===== config.mk =====
export PLATFORM = sky130hd
export DESIGN_NAME = keypad_code_lock_controller_core
export DESIGN_NICKNAME = d
export VERILOG_FILES = /design/src/hdl/kclc_pkg.sv /design/src/hdl/keypad_code_lock_controller_core.sv
export SDC_FILE = /design/constraint.sdc
export NUM_CORES = 1
export LEC_CHECK = 0
export BUFFER_PORTS_ARGS = -buffer_cell sky130_fd_sc_hd__buf_4
export CELL_PAD_IN_SITES_DETAIL_PLACEMENT = 0
export CELL_PAD_IN_SITES_GLOBAL_PLACEMENT = 1
export CORE_ASPECT_RATIO = 0.6
export CORE_MARGIN = 5
export CORE_UTILIZATION = 51
export CTS_BUF_LIST = sky130_fd_sc_hd__clkbuf_4
export CTS_CLUSTER_SIZE = 12
export DETAILED_ROUTE_END_ITERATION = 6
export PLACE_DENSITY = 0.85
export SYNTH_ARGS = -nofsm -noshare
export SYNTH_HDL_FRONTEND = slang
export SYNTH_SLANG_ARGS = --single-unit

===== constraint.sdc =====
create_clock -name clk_i -period 18.15 [get_ports clk_i]
set_clock_uncertainty 0.2 [all_clocks]
set_input_delay 2.7225 -clock clk_i [delete_from_list [all_inputs] [get_ports clk_i]]
set_output_delay 2.7225 -clock clk_i [all_outputs]
set_load 0.03 [all_outputs]

===== src/hdl/kclc_pkg.sv =====
// ----------------------------------------------------------------------------
// kclc_pkg
// Shared types, codes and tables for the keypad code lock controller.
// ----------------------------------------------------------------------------
package kclc_pkg;

  localparam int unsigned CodeDigitsDef = 4;

  localparam int unsigned InDataW  = 8;
  localparam int unsigned OutDataW = 40;
  localparam int unsigned CfgIdxW  = 2;
  localparam int unsigned CfgDataW = 16;

  localparam logic [CfgIdxW-1:0] CFG_CODE_WORD     = 2'd0;
  localparam logic [CfgIdxW-1:0] CFG_WAIT_TICKS    = 2'd1;
  localparam logic [CfgIdxW-1:0] CFG_FLASH_REPEATS = 2'd2;

  localparam logic [15:0] CodeWordRst     = 16'h7298;
  localparam logic [3:0]  WaitTicksRst    = 4'd4;
  localparam logic [2:0]  FlashRepeatsRst = 3'd3;

  localparam logic [3:0] KeyBlank = 4'd15;

  typedef enum logic [2:0] {
    ST_START = 3'd0,
    ST_INPUT = 3'd1,
    ST_WAIT  = 3'd2,
    ST_OPEN  = 3'd3,
    ST_NO    = 3'd4
  } lock_state_e;

  typedef enum logic [2:0] {
    DISP_ALL   = 3'd0,
    DISP_WALK  = 3'd1,
    DISP_BLANK = 3'd2,
    DISP_DIGIT = 3'd3,
    DISP_OPEN  = 3'd4,
    DISP_NO    = 3'd5
  } disp_mode_e;

  typedef enum logic [2:0] {
    TONE_OFF = 3'd0,
    TONE_440 = 3'd1,
    TONE_880 = 3'd2,
    TONE_523 = 3'd3,
    TONE_370 = 3'd4,
    TONE_554 = 3'd5,
    TONE_659 = 3'd6
  } tone_e;

  // segment order F, A, B, C, D, E, G
  localparam logic [6:0] WalkCodes [7] = '{
    7'h20, 7'h01, 7'h02, 7'h04, 7'h08, 7'h10, 7'h40
  };

  typedef struct packed {
    logic       done_signal;
    logic       relay_on;
    tone_e      tone_select;
    logic [6:0] walk_segments;
    logic [1:0] walk_digit;
    logic [15:0] shown_digits;
    disp_mode_e display_mode;
  } result_t;

endpackage


===== src/hdl/keypad_code_lock_controller_core.sv =====
// ----------------------------------------------------------------------------
// keypad_code_lock_controller_core
// Code lock sequencer: self test, key entry, compare, open and reject.
//
//   channel   | dir | handshake              | payload
//   ----------+-----+------------------------+-----------------------------
//   tick in   | in  | s_axis_tvalid/tready   | key_down, key_value, override
//   result out| out | m_axis_tvalid/tready   | display, tone, relay, done
//   config    | in  | cfg_we_i               | cfg_idx_i, cfg_data_i
//
// One item per cycle; each accepted tick yields one result, which is registered
// in the output register and presented in the cycle after. Ready is held low only while that register is
// full and not taken. Reset puts the lock in self test with the default
// code, entry blank and the output register empty.
// ----------------------------------------------------------------------------
module keypad_code_lock_controller_core #(
  parameter int unsigned CODE_DIGITS = kclc_pkg::CodeDigitsDef
) (
  input  logic                          clk_i,
  input  logic                          rst_ni,
  input  logic                          s_axis_tvalid,
  output logic                          s_axis_tready,
  // key_down[0], key_value[4:1], override[5], zero[7:6]
  input  logic [kclc_pkg::InDataW-1:0]  s_axis_tdata,
  output logic                          m_axis_tvalid,
  input  logic                          m_axis_tready,
  // display_mode[2:0], shown_digits[18:3], walk_digit[20:19],
  // walk_segments[27:21], tone_select[30:28], relay_on[31],
  // done_signal[32], zero[39:33]
  output logic [kclc_pkg::OutDataW-1:0] m_axis_tdata,
  input  logic                          cfg_we_i,
  input  logic [kclc_pkg::CfgIdxW-1:0]  cfg_idx_i,
  input  logic [kclc_pkg::CfgDataW-1:0] cfg_data_i
);
  import kclc_pkg::*;

  localparam int unsigned EcW = $clog2(CODE_DIGITS + 1);

  logic [15:0] code_word_q;
  logic [3:0]  wait_ticks_q;
  logic [2:0]  flash_repeats_q;

  lock_state_e state_q, state_d, cur_state;
  logic [7:0]  elapsed_q, elapsed_d, e_base, e;
  logic [3:0]  keys_q [CODE_DIGITS];
  logic [3:0]  keys_d [CODE_DIGITS];
  logic [EcW-1:0] ec_q, ec_d;
  logic        held_q, held_d;
  logic [2:0]  fc_q, fc_d, fc_nxt;
  logic        lit_q, lit_d, lit_nxt;
  logic        rsd_q, rsd_d;
  logic [8:0]  walk_q, walk_d;

  logic        s_acc, ov_open, press, flip, no_exit, match;
  logic [5:0]  walk_a;
  logic [4:0]  walk_n;
  logic [10:0] walk_prod;
  logic [1:0]  walk_dig;
  logic [2:0]  walk_rem;
  logic [15:0] shown;
  disp_mode_e  disp;
  tone_e       tone;
  logic        relay;
  result_t     res;

  logic        m_valid_q;
  logic [OutDataW-1:0] m_data_q;

  assign s_axis_tready = !m_valid_q || m_axis_tready;
  assign s_acc         = s_axis_tvalid && s_axis_tready;

  // configuration
  always_ff @(posedge clk_i or negedge rst_ni) begin
    if (!rst_ni) begin
      code_word_q     <= CodeWordRst;
      wait_ticks_q    <= WaitTicksRst;
      flash_repeats_q <= FlashRepeatsRst;
    end else if (cfg_we_i) begin
      case (cfg_idx_i)
        CFG_CODE_WORD:     code_word_q     <= cfg_data_i;
        CFG_WAIT_TICKS:    wait_ticks_q    <= cfg_data_i[3:0];
        CFG_FLASH_REPEATS: flash_repeats_q <= cfg_data_i[2:0];
        default: ;
      endcase
    end
  end

  assign ov_open   = s_axis_tdata[5] && (state_q != ST_OPEN);
  assign cur_state = ov_open ? ST_OPEN : state_q;
  assign e_base    = ov_open ? 8'd0 : elapsed_q;
  assign e         = (e_base == 8'hFF) ? e_base : e_base + 8'd1;
  assign press     = s_axis_tdata[0] && !held_q;

  assign flip    = (e[2:0] == 3'd0);
  assign lit_nxt = flip ? !lit_q : lit_q;
  assign fc_nxt  = (flip && !lit_nxt && fc_q < 3'd7) ? fc_q + 3'd1 : fc_q;
  assign no_exit = (fc_nxt >= flash_repeats_q) && !lit_nxt;

  // segment walk step: n / 7 by reciprocal, n < 28
  assign walk_a    = 6'(e - 8'd20);
  assign walk_n    = walk_a[5:1];
  assign walk_prod = 11'(walk_n) * 11'd37;
  assign walk_dig  = walk_prod[9:8];
  assign walk_rem  = 3'(walk_n - 5'(walk_dig) * 5'd7);

  always_comb begin
    match = 1'b1;
    for (int i = 0; i < CODE_DIGITS; i++) begin
      if (keys_q[i] != code_word_q[12 - 4 * (i % 4) +: 4]) match = 1'b0;
    end
  end

  // next state
  always_comb begin
    state_d   = cur_state;
    elapsed_d = e;
    keys_d    = keys_q;
    ec_d      = ec_q;
    held_d    = held_q;
    fc_d      = fc_q;
    lit_d     = lit_q;
    rsd_d     = rsd_q;
    walk_d    = walk_q;
    unique case (cur_state)
      ST_INPUT: begin
        if (press) begin
          held_d = 1'b1;
          if (ec_q < EcW'(CODE_DIGITS)) begin
            for (int i = 0; i < CODE_DIGITS; i++) begin
              if (ec_q == EcW'(i)) keys_d[i] = s_axis_tdata[4:1];
            end
            ec_d = ec_q + EcW'(1);
            if (ec_q == EcW'(CODE_DIGITS - 1)) begin
              state_d   = ST_WAIT;
              elapsed_d = 8'd0;
            end
          end
        end else if (!s_axis_tdata[0] && held_q) begin
          held_d = 1'b0;
        end
      end
      ST_WAIT: begin
        if (e >= 8'(wait_ticks_q)) begin
          elapsed_d = 8'd0;
          if (match) begin
            state_d = ST_OPEN;
          end else begin
            state_d = ST_NO;
            fc_d    = 3'd0;
            lit_d   = 1'b1;
            rsd_d   = 1'b0;
          end
        end
      end
      ST_OPEN: ;
      ST_NO: begin
        if (!rsd_q && e == 8'd3) rsd_d = 1'b1;
        lit_d = lit_nxt;
        fc_d  = fc_nxt;
        if (no_exit) begin
          for (int i = 0; i < CODE_DIGITS; i++) keys_d[i] = KeyBlank;
          ec_d      = '0;
          state_d   = ST_INPUT;
          elapsed_d = 8'd0;
        end
      end
      ST_START: begin
        if (e >= 8'd20 && e < 8'd76) begin
          if (!walk_a[0]) walk_d = {walk_dig, WalkCodes[walk_rem]};
        end else if (e >= 8'd80) begin
          for (int i = 0; i < CODE_DIGITS; i++) keys_d[i] = KeyBlank;
          ec_d      = '0;
          state_d   = ST_INPUT;
          elapsed_d = 8'd0;
        end
      end
      default: ;
    endcase
  end

  // outputs
  always_comb begin
    disp  = DISP_BLANK;
    tone  = TONE_OFF;
    relay = 1'b0;
    unique case (cur_state)
      ST_INPUT: begin
        disp = DISP_DIGIT;
        if (press) tone = TONE_440;
      end
      ST_WAIT: disp = DISP_DIGIT;
      ST_OPEN: begin
        disp  = DISP_OPEN;
        relay = 1'b1;
        if (e < 8'd2)      tone = TONE_554;
        else if (e < 8'd4) tone = TONE_659;
        else if (e < 8'd6) tone = TONE_880;
      end
      ST_NO: begin
        if (no_exit) begin
          disp = DISP_DIGIT;
        end else begin
          disp = lit_nxt ? DISP_NO : DISP_BLANK;
          if (!rsd_q && e < 8'd2)      tone = TONE_523;
          else if (!rsd_q && e < 8'd3) tone = TONE_370;
        end
      end
      ST_START: begin
        if (e < 8'd20) begin
          disp = DISP_ALL;
        end else if (e < 8'd76) begin
          disp = DISP_WALK;
        end else if (e < 8'd80) begin
          disp = DISP_BLANK;
          tone = (e < 8'd78) ? TONE_440 : TONE_880;
        end else begin
          disp = DISP_DIGIT;
        end
      end
      default: ;
    endcase
  end

  always_comb begin
    shown = '0;
    for (int i = 0; i < 4; i++) begin
      shown[12 - 4 * i +: 4] = (i < CODE_DIGITS) ? keys_d[i % CODE_DIGITS] : KeyBlank;
    end
  end

  always_comb begin
    res.display_mode  = disp;
    res.shown_digits  = (disp == DISP_DIGIT) ? shown : 16'd0;
    res.walk_digit    = (disp == DISP_WALK) ? walk_d[8:7] : 2'd0;
    res.walk_segments = (disp == DISP_WALK) ? walk_d[6:0] : 7'd0;
    res.tone_select   = tone;
    res.relay_on      = relay;
    res.done_signal   = relay;
  end

  always_ff @(posedge clk_i or negedge rst_ni) begin
    if (!rst_ni) begin
      state_q   <= ST_START;
      elapsed_q <= 8'd0;
      for (int i = 0; i < CODE_DIGITS; i++) keys_q[i] <= KeyBlank;
      ec_q      <= '0;
      held_q    <= 1'b0;
      fc_q      <= 3'd0;
      lit_q     <= 1'b1;
      rsd_q     <= 1'b0;
      walk_q    <= 9'd0;
    end else if (s_acc) begin
      state_q   <= state_d;
      elapsed_q <= elapsed_d;
      keys_q    <= keys_d;
      ec_q      <= ec_d;
      held_q    <= held_d;
      fc_q      <= fc_d;
      lit_q     <= lit_d;
      rsd_q     <= rsd_d;
      walk_q    <= walk_d;
    end
  end

  always_ff @(posedge clk_i or negedge rst_ni) begin
    if (!rst_ni) begin
      m_valid_q <= 1'b0;
    end else if (s_acc) begin
      m_valid_q <= 1'b1;
    end else if (m_axis_tready) begin
      m_valid_q <= 1'b0;
    end
  end

  always_ff @(posedge clk_i) begin
    if (s_acc) m_data_q <= OutDataW'(res);
  end

  assign m_axis_tvalid = m_valid_q;
  assign m_axis_tdata  = m_data_q;

endmodule

==> impl_metrics.prom, run 1 <==
# TYPE chip_impl_metric gauge
chip_impl_metric{name="p_comb_frac",unit=""} 0.500
chip_impl_info{name="mostFrequentLayoutCell",value="nand2_1"} 1
chip_impl_metric{name="die_height",unit="um"} 94.9
chip_impl_metric{name="pwr-share-clk",unit=""} 0.132
chip_impl_metric{name="tritoncts_num_sinks",unit=""} 101
chip_impl_metric{name="grt_overflow_total",unit=""} 0
chip_impl_metric{name="initial_utilization",unit=""} 0.515
chip_impl_metric{name="number_of_diodes",unit=""} 0
chip_impl_metric{name="report.final.setup_viol",unit=""} 0
chip_impl_metric{name="gp_routability_congestion",unit=""} 0.888
chip_impl_metric{name="antenna_violating_nets_post_route",unit=""} 0
chip_impl_metric{name="worst_setup_hold_path_clk_slew",unit="ns"} 0.16
chip_impl_metric{name="ff_latch_count_synth",unit=""} 101
chip_impl_metric{name="firstDrtPassIters",unit=""} 5
chip_impl_metric{name="cp_num_buf_inv",unit=""} 1
chip_impl_metric{name="avgViaCountPerCell",unit=""} 5.92
chip_impl_metric{name="clock_path_buffers",unit=""} 2
chip_impl_metric{name="synthesis.yosys.warnings",unit=""} 0
chip_impl_metric{name="core_area",unit="sq mm"} 0.0119
chip_impl_metric{name="relSlewSlack",unit=""} 0.208
chip_impl_metric{name="final.period_utilization",unit=""} 0.496
chip_impl_info{name="hold_path_class",value="flop to flop"} 1
chip_impl_metric{name="place.port_buffers",unit=""} 63
chip_impl_metric{name="drv_slew",unit=""} 0
chip_impl_metric{name="fp-row-count",unit=""} 31
chip_impl_metric{name="number_of_buffers_created_by_cts",unit=""} 9
chip_impl_info{name="path_class",value="input port to flop"} 1
chip_impl_metric{name="synthesis.area",unit="sq mm"} 0.00613
chip_impl_info{name="grt_setup_unrepaired",value="false"} 1
chip_impl_metric{name="route.vias.total",unit=""} 4863
chip_impl_info{name="yosys_most_used_dff",value="dfrtp_1"} 1
chip_impl_metric{name="setup_tns",unit="ns"} 0
chip_impl_metric{name="drive_above_1_share",unit=""} 0.255
chip_impl_metric{name="maximum_vdd_ir_drop",unit="uV"} 71.1
chip_impl_metric{name="r2r_cells",unit=""} 26
chip_impl_info{name="path_delay_family",value="adder cells"} 1
chip_impl_metric{name="number_of_antenna_violations_at_the_first_check_in_global_routing",unit=""} 0
chip_impl_metric{name="drv.max_cap_violation_count",unit=""} 0
chip_impl_info{name="run_status",value="completed"} 1
chip_impl_metric{name="grt_pass1_vias",unit=""} 4469
chip_impl_metric{name="tightestPinTransition",unit="ns"} 1.18
chip_impl_metric{name="die-area",unit="sq mm"} 0.0144
chip_impl_metric{name="cell_count_of_the_worst_hold_path",unit=""} 2
chip_impl_info{name="critical_path.endpoint_type",value="flop"} 1
chip_impl_info{name="cp-start-kind",value="input port"} 1
chip_impl_metric{name="post_cts_hold_buffer_count",unit=""} 0
chip_impl_metric{name="timing.critical_path.slowest_cell_delay",unit="ns"} 0.43
chip_impl_metric{name="area.growth.synth_to_final",unit="%"} 10.6
chip_impl_metric{name="drc",unit=""} 0
chip_impl_metric{name="dp.final_hpwl",unit="um"} 11500
chip_impl_info{name="ctsRootBufferMaster",value="clkbuf_4"} 1
chip_impl_metric{name="share_of_async_settable_or_async_resettable_flops_after_synthesis",unit=""} 0.683
chip_impl_info{name="post-synth-top-area-cell",value="dfrtp_1"} 1
chip_impl_metric{name="yosys.area.top_type_share",unit=""} 0.171
chip_impl_metric{name="synth-edff-count",unit=""} 32
chip_impl_metric{name="critical_path.max_fanout",unit=""} 14
chip_impl_metric{name="gr-usage-all-layers",unit=""} 0.221
chip_impl_metric{name="latest_clock_arrival_within_the_worst_skew_pair",unit="ns"} 0.47
chip_impl_metric{name="wl_per_cell",unit="um"} 18.7
chip_impl_metric{name="worstSetupPathDepth",unit=""} 26
chip_impl_metric{name="hold_ws",unit="ns"} 0.291
chip_impl_metric{name="first_pass_grt_wire_length",unit="um"} 24400
chip_impl_metric{name="critical_path_arrival",unit="ns"} 9.12
chip_impl_metric{name="post_cts_resize_count",unit=""} 0
chip_impl_metric{name="boundaryPins",unit=""} 73
chip_impl_info{name="synth_area_leaders",value="dfrtp_1, edfxtp_1, dfstp_2"} 1
chip_impl_metric{name="power.leakage",unit="uW"} 0.00285
chip_impl_metric{name="period_needed",unit="ns"} 9.00
chip_impl_info{name="cts_tree",value="done"} 1
chip_impl_metric{name="synth.avg_cell_area",unit="sq um"} 10.2
chip_impl_metric{name="number_of_cells_produced_by_synthesis",unit=""} 600
chip_impl_metric{name="cp.required",unit="ns"} 18.27
chip_impl_info{name="critPathMostFrequentCell",value="ha_1"} 1
chip_impl_metric{name="internal_power",unit="uW"} 466
chip_impl_info{name="layout.cells.most_common_list",value="nand2_1, buf_4, a21oi_1"} 1
chip_impl_metric{name="finish.net_count",unit=""} 714
chip_impl_metric{name="netSwitchingFraction",unit=""} 0.433
chip_impl_metric{name="detailedRoute.firstIterationViolations",unit=""} 579
chip_impl_metric{name="yosysUniqueCellTypes",unit=""} 74
chip_impl_info{name="slowest_stage",value="fa_1"} 1
chip_impl_metric{name="p_seq_frac",unit=""} 0.368
chip_impl_metric{name="power_switching",unit="uW"} 356
chip_impl_metric{name="postRouteWirelength",unit="um"} 15400
chip_impl_metric{name="timing.fmax",unit="GHz"} 0.111
chip_impl_metric{name="postCtsSetupBuffers",unit=""} 0
chip_impl_metric{name="synth-seq-area-share",unit=""} 0.444
chip_impl_metric{name="final-hold-violation-count",unit=""} 0
chip_impl_metric{name="power_density",unit="mW/mm^2"} 121
chip_impl_metric{name="htree_num_levels",unit=""} 3
chip_impl_metric{name="grt_start_max_net_pins",unit=""} 70
chip_impl_metric{name="horiz_die_dim",unit="um"} 152
[cells in the mapped netlist (all sizes together), types with 2 or more instances]
library cell	count
and4b	2
a22o	6
and3	8
a31oi	15
o211ai	4
ha	31
and4	3
o21a	2
nand4	8
or2	2
buf	20
a41oi	2
mux2	34
a21o	15
a2bb2oi	2
nand3	16
o221ai	2
edfxtp	32
o21ai	28
and3b	2
nor3b	4
a31o	2
dfrtp	42
nand3b	4
nand2	75
a21oi	46
o2bb2ai	2
a32o	2
nor3	11
clkbuf	13
a211oi	5
a22oi	4
inv	28
dfstp	27
mux2i	7
or3	7
xnor2	22
nor2	27
a32oi	3
and2	9
nor4	2
nand2b	5
xor2	3
[worst reg2reg max path: cells and delay by family (launching register included)]
family	cells	cell delay [ns]
AND/OR/NAND/NOR	10	2.09
multiplexers	1	0.29
adder cells (fa/ha/maj)	7	2.15
AO/OA/AOI/OAI	4	0.89
flip-flops	1	0.61
XOR/XNOR	4	1.21
[cell families after synthesis]
family	after synthesis	share of synthesized area
multiplexers	41	0.0794
adder cells (fa/ha/maj)	32	0.0665
buffers and inverters	61	0.0504
XOR/XNOR	25	0.0357
AO/OA/AOI/OAI	150	0.167
flip-flops	101	0.444
other	1	0.000611
AND/OR/NAND/NOR	189	0.156
[area by class of cell]
type | instances | area, sq um
Multi-Input combinational cell | 444 | 3130
Tap cell | 165 | 206
Clock buffer | 11 | 82.6
Inverter | 28 | 105
Clock inverter | 5 | 36.3
Fill cell | 1023 | 5120
Timing Repair Buffer | 67 | 503
Sequential cell | 101 | 2720
[registers in the layout, summed over array words and instances, names as in the netlist]
signal,flops
m_axis_tdata,32
code_word_q,16
keys_q,16
walk_q,9
elapsed_q,8
wait_ticks_q,4
ec_q,3
fc_q,3
flash_repeats_q,3
state_q,3
held_q,1
lit_q,1
m_axis_tvalid,1
rsd_q,1
[power groups by stage]
| stage | combinational, uW | sequential [uW] | clock [uW] |
|---|---|---|---|
| 2_1_floorplan | 308 | 301 | 0 |
| 3_3_place_gp | 390 | 304 | 0 |
| 3_5_place_dp | 406 | 306 | 0 |
| 4_1_cts | 409 | 301 | 113 |
| 5_1_grt | 467 | 306 | 123 |
| 6_report | 411 | 302 | 109 |
[worst paths after layout]
path | from | to | slack (ns)
max in group asynchronous | rst_ni | elapsed_q[0]$_DFFE_PN0P_ | 15.01
min | lit_q$_DFFE_PN1P_ | lit_q$_DFFE_PN1P_ | 0.29
max | s_axis_tdata[5] | m_axis_tdata[25]$_SDFFCE_PP0P_ | 9.15
min reg2reg | lit_q$_DFFE_PN1P_ | lit_q$_DFFE_PN1P_ | 0.29
min in group asynchronous | rst_ni | ec_q[1]$_DFFE_PN0P_ | 2.16
max reg2reg | state_q[0]$_DFFE_PN0P_ | m_axis_tdata[25]$_SDFFCE_PP0P_ | 10.56
[through the flow]
step / cell area [sq um] / total power, uW / util / std cells / worst slack [ns]
3_3_place_gp: 6670 / 694 / 0.560 / 805 / 8.94
6_report: 6790 / 822 / 0.570 / 821 / 9.15
2_1_floorplan: 6160 / 608 / - / 606 / 9.76
5_1_grt: 6790 / 896 / 0.570 / 821 / 8.66
3_5_place_dp: 6670 / 712 / 0.560 / 805 / 8.76
4_1_cts: 6790 / 823 / 0.570 / 821 / 9.23
[routing by layer]
metal / GRT usage / up-vias / part of all wire
met1: 0.355 / 2352 / 0.50
met2: 0.295 / 225 / 0.40
met4: 0.0389 / 0 / 0.0066
met3: 0.0604 / 13 / 0.096
met5: 0 / - / 0
li1: - / 2273 / -
No activity file was read; power rests on OpenSTA's default activity.
==> inputs of run 2 (changes only) <==
CORE_UTILIZATION = 43   (was 51)
PLACE_DENSITY = 0.76   (was 0.85)
clock period = 8.09 ns   (was 18.15 ns; I/O delays follow)
==> run 2 against run 1 <==
Against the previous run:
- non-clock buffer count is 1 higher
- utilization is 7.6 points lower
- hold slack worse by 0.0083 ns
- register-to-register slack worse by 9.9 ns
- setup slack worse by 8.5 ns
- final cell count is 3.4% higher
- die area is 17% higher
- via count is 0.60% lower
- clock power is 130% higher
- critical endpoint is now m_axis_tdata[21]$_SDFFCE_PP0P_
==> impl_metrics.prom, run 2 (synthesis results as in run 1) <==
# TYPE chip_impl_metric gauge
chip_impl_info{name="run_status",value="completed"} 1
chip_impl_metric{name="cp.required",unit="ns"} 8.21
chip_impl_info{name="worstReg2RegStart",value="state_q[0]$_DFFE_PN0P_"} 1
chip_impl_metric{name="timing.fmax",unit="GHz"} 0.135
chip_impl_metric{name="wl_per_cell",unit="um"} 18.8
chip_impl_metric{name="area.growth.synth_to_final",unit="%"} 11.3
chip_impl_metric{name="postRouteWirelength",unit="um"} 15900
chip_impl_metric{name="initial_utilization",unit=""} 0.443
chip_impl_metric{name="drc",unit=""} 0
chip_impl_info{name="ctsRootBufferMaster",value="clkbuf_4"} 1
chip_impl_metric{name="number_of_buffers_created_by_cts",unit=""} 9
chip_impl_metric{name="antenna_violating_nets_post_route",unit=""} 0
chip_impl_metric{name="avgViaCountPerCell",unit=""} 5.69
chip_impl_metric{name="postCtsSetupBuffers",unit=""} 0
chip_impl_metric{name="report.final.setup_viol",unit=""} 0
chip_impl_metric{name="die_height",unit="um"} 103
chip_impl_metric{name="clock_path_buffers",unit=""} 2
chip_impl_metric{name="dp.final_hpwl",unit="um"} 11900
chip_impl_metric{name="power_density",unit="mW/mm^2"} 276
chip_impl_metric{name="number_of_antenna_violations_at_the_first_check_in_global_routing",unit=""} 0
chip_impl_metric{name="power.leakage",unit="uW"} 0.00286
chip_impl_info{name="cp-start-kind",value="flop"} 1
chip_impl_metric{name="number_of_diodes",unit=""} 0
chip_impl_metric{name="gr-usage-all-layers",unit=""} 0.194
chip_impl_metric{name="critical_path.max_fanout",unit=""} 13
chip_impl_info{name="critical_path.endpoint_type",value="flop"} 1
chip_impl_info{name="grt_setup_unrepaired",value="false"} 1
chip_impl_metric{name="drv.max_cap_violation_count",unit=""} 0
chip_impl_metric{name="final-seq-area",unit="sq mm"} 0.00272
chip_impl_info{name="layout.cells.most_common_list",value="nand2_1, buf_4, a21oi_1"} 1
chip_impl_info{name="path_class",value="flop to flop"} 1
chip_impl_metric{name="totalPowerFinal",unit="uW"} 1890
chip_impl_metric{name="postLayoutSetupSlackWorst",unit="ns"} 0.691
chip_impl_metric{name="drive_above_1_share",unit=""} 0.256
chip_impl_metric{name="post_cts_resize_count",unit=""} 0
chip_impl_metric{name="grt_overflow_total",unit=""} 0
chip_impl_metric{name="latest_clock_arrival_within_the_worst_skew_pair",unit="ns"} 0.47
chip_impl_metric{name="firstDrtPassIters",unit=""} 5
chip_impl_metric{name="tritoncts_num_sinks",unit=""} 101
chip_impl_info{name="mostFrequentLayoutCell",value="nand2_1"} 1
chip_impl_metric{name="setup_tns",unit="ns"} 0
chip_impl_metric{name="cell_count_of_the_worst_hold_path",unit=""} 2
chip_impl_metric{name="multiInputGateArea",unit="sq mm"} 0.00313
chip_impl_metric{name="die-area",unit="sq mm"} 0.0168
chip_impl_metric{name="r2r_cells",unit=""} 27
chip_impl_metric{name="finish.net_count",unit=""} 715
chip_impl_info{name="cts_tree",value="done"} 1
chip_impl_metric{name="largest_register_ff_count",unit=""} 32
chip_impl_metric{name="boundaryPins",unit=""} 73
chip_impl_info{name="min_from",value="lit_q$_DFFE_PN1P_"} 1
chip_impl_metric{name="post-route-util",unit=""} 0.493
chip_impl_metric{name="maximum_vdd_ir_drop",unit="uV"} 235
chip_impl_metric{name="horiz_die_dim",unit="um"} 164
chip_impl_metric{name="gp_routability_congestion",unit=""} 0.878
chip_impl_metric{name="hold_ws",unit="ns"} 0.282
chip_impl_metric{name="core_area",unit="sq mm"} 0.0138
chip_impl_metric{name="grt_start_max_net_pins",unit=""} 70
chip_impl_metric{name="tightestPinTransition",unit="ns"} 1.17
chip_impl_metric{name="period_needed",unit="ns"} 7.40
chip_impl_metric{name="critical_path_arrival",unit="ns"} 7.52
chip_impl_info{name="hold_path_class",value="flop to flop"} 1
chip_impl_metric{name="fp-row-count",unit=""} 33
chip_impl_metric{name="route.vias.total",unit=""} 4834
chip_impl_info{name="critical_path.startpoint",value="state_q[0]$_DFFE_PN0P_"} 1
chip_impl_metric{name="detailedRoute.firstIterationViolations",unit=""} 452
chip_impl_metric{name="relSlewSlack",unit=""} 0.213
chip_impl_metric{name="first_pass_grt_wire_length",unit="um"} 25300
chip_impl_metric{name="drv_slew",unit=""} 0
chip_impl_metric{name="pre_cts_ws",unit="ns"} 0.367
chip_impl_metric{name="final.period_utilization",unit=""} 0.915
chip_impl_metric{name="grt_pass1_vias",unit=""} 4540
chip_impl_metric{name="htree_num_levels",unit=""} 3
chip_impl_metric{name="worst_setup_hold_path_clk_slew",unit="ns"} 0.16
chip_impl_metric{name="post_cts_hold_buffer_count",unit=""} 0
chip_impl_metric{name="place.port_buffers",unit=""} 63
chip_impl_metric{name="final-hold-violation-count",unit=""} 0
chip_impl_metric{name="fill_cell_instance_count_of_the_final_layout",unit=""} 1302
[run 2: cell type report]
type	instances	area share
well taps	192	0.0352
repair buffers	68	0.0748
clock buffers	9	0.00990
flip-flops and latches	101	0.399
clock inverters	7	0.00715
multi-input cells	444	0.459
inverters	28	0.0154
[run 2: path summary, 6_finish.rpt]
kind / to / slack (ns)
min in group asynchronous: elapsed_q[6]$_DFFE_PN0P_ / 0.63
worst min-delay path: lit_q$_DFFE_PN1P_ / 0.28
worst max-delay path: m_axis_tdata[21]$_SDFFCE_PP0P_ / 0.69
worst max register to register: m_axis_tdata[21]$_SDFFCE_PP0P_ / 0.69
worst min register to register: lit_q$_DFFE_PN1P_ / 0.28
max in group asynchronous: fc_q[0]$_DFFE_PN0P_ / 6.43
[run 2: worst max-delay path, stage by stage, from the launching register on]
cell	delay [ns]
dfrtp_1	0.61
nand3b_1	0.34
nand2_2	0.29
and2_1	0.17
ha_1	0.37
nand3_2	0.18
or3_1	0.39
o21ai_0	0.30
nor2_2	0.13
xor2_1	0.18
buf_4	0.17
ha_1	0.18
ha_1	0.27
ha_1	0.27
ha_1	0.28
and4b_1	0.21
nand3_1	0.09
mux2_2	0.29
a32oi_1	0.26
xor2_1	0.38
ha_1	0.34
fa_1	0.41
xnor2_1	0.14
xnor2_1	0.13
buf_4	0.16
nor3b_1	0.25
nand2_1	0.09
a21oi_1	0.18
[run 2: routing by layer]
| metal | part of all wire | up-vias | wire length [um] | track usage |
|---|---|---|---|---|
| li1 | - | 2273 | - | - |
| met3 | 0.081 | 11 | 1280 | 0.0507 |
| met1 | 0.52 | 2386 | 8320 | 0.317 |
| met4 | 0.0065 | 0 | 103 | 0.0322 |
| met2 | 0.39 | 164 | 6240 | 0.254 |
| met5 | 0 | - | 0 | 0 |
[run 2: per-stage QoR]
| stage | instances | cell area, sq um |
|---|---|---|
| after floorplan | 606 | 6160 |
| after global placement | 833 | 6710 |
| after detailed placement | 833 | 6710 |
| after CTS | 849 | 6820 |
| after global routing | 849 | 6820 |
| final | 849 | 6820 |
[run 2: power breakdown]
| group | internal [uW] | leakage (uW) | total [uW] | switching, uW |
|---|---|---|---|---|
| Sequential | 607 | 0.00113 | 676 | 69.4 |
| Combinational | 401 | 0.00166 | 963 | 561 |
| Clock | 65.8 | 0.0000726 | 247 | 181 |
| Total | 1070 | 0.00286 | 1890 | 812 |
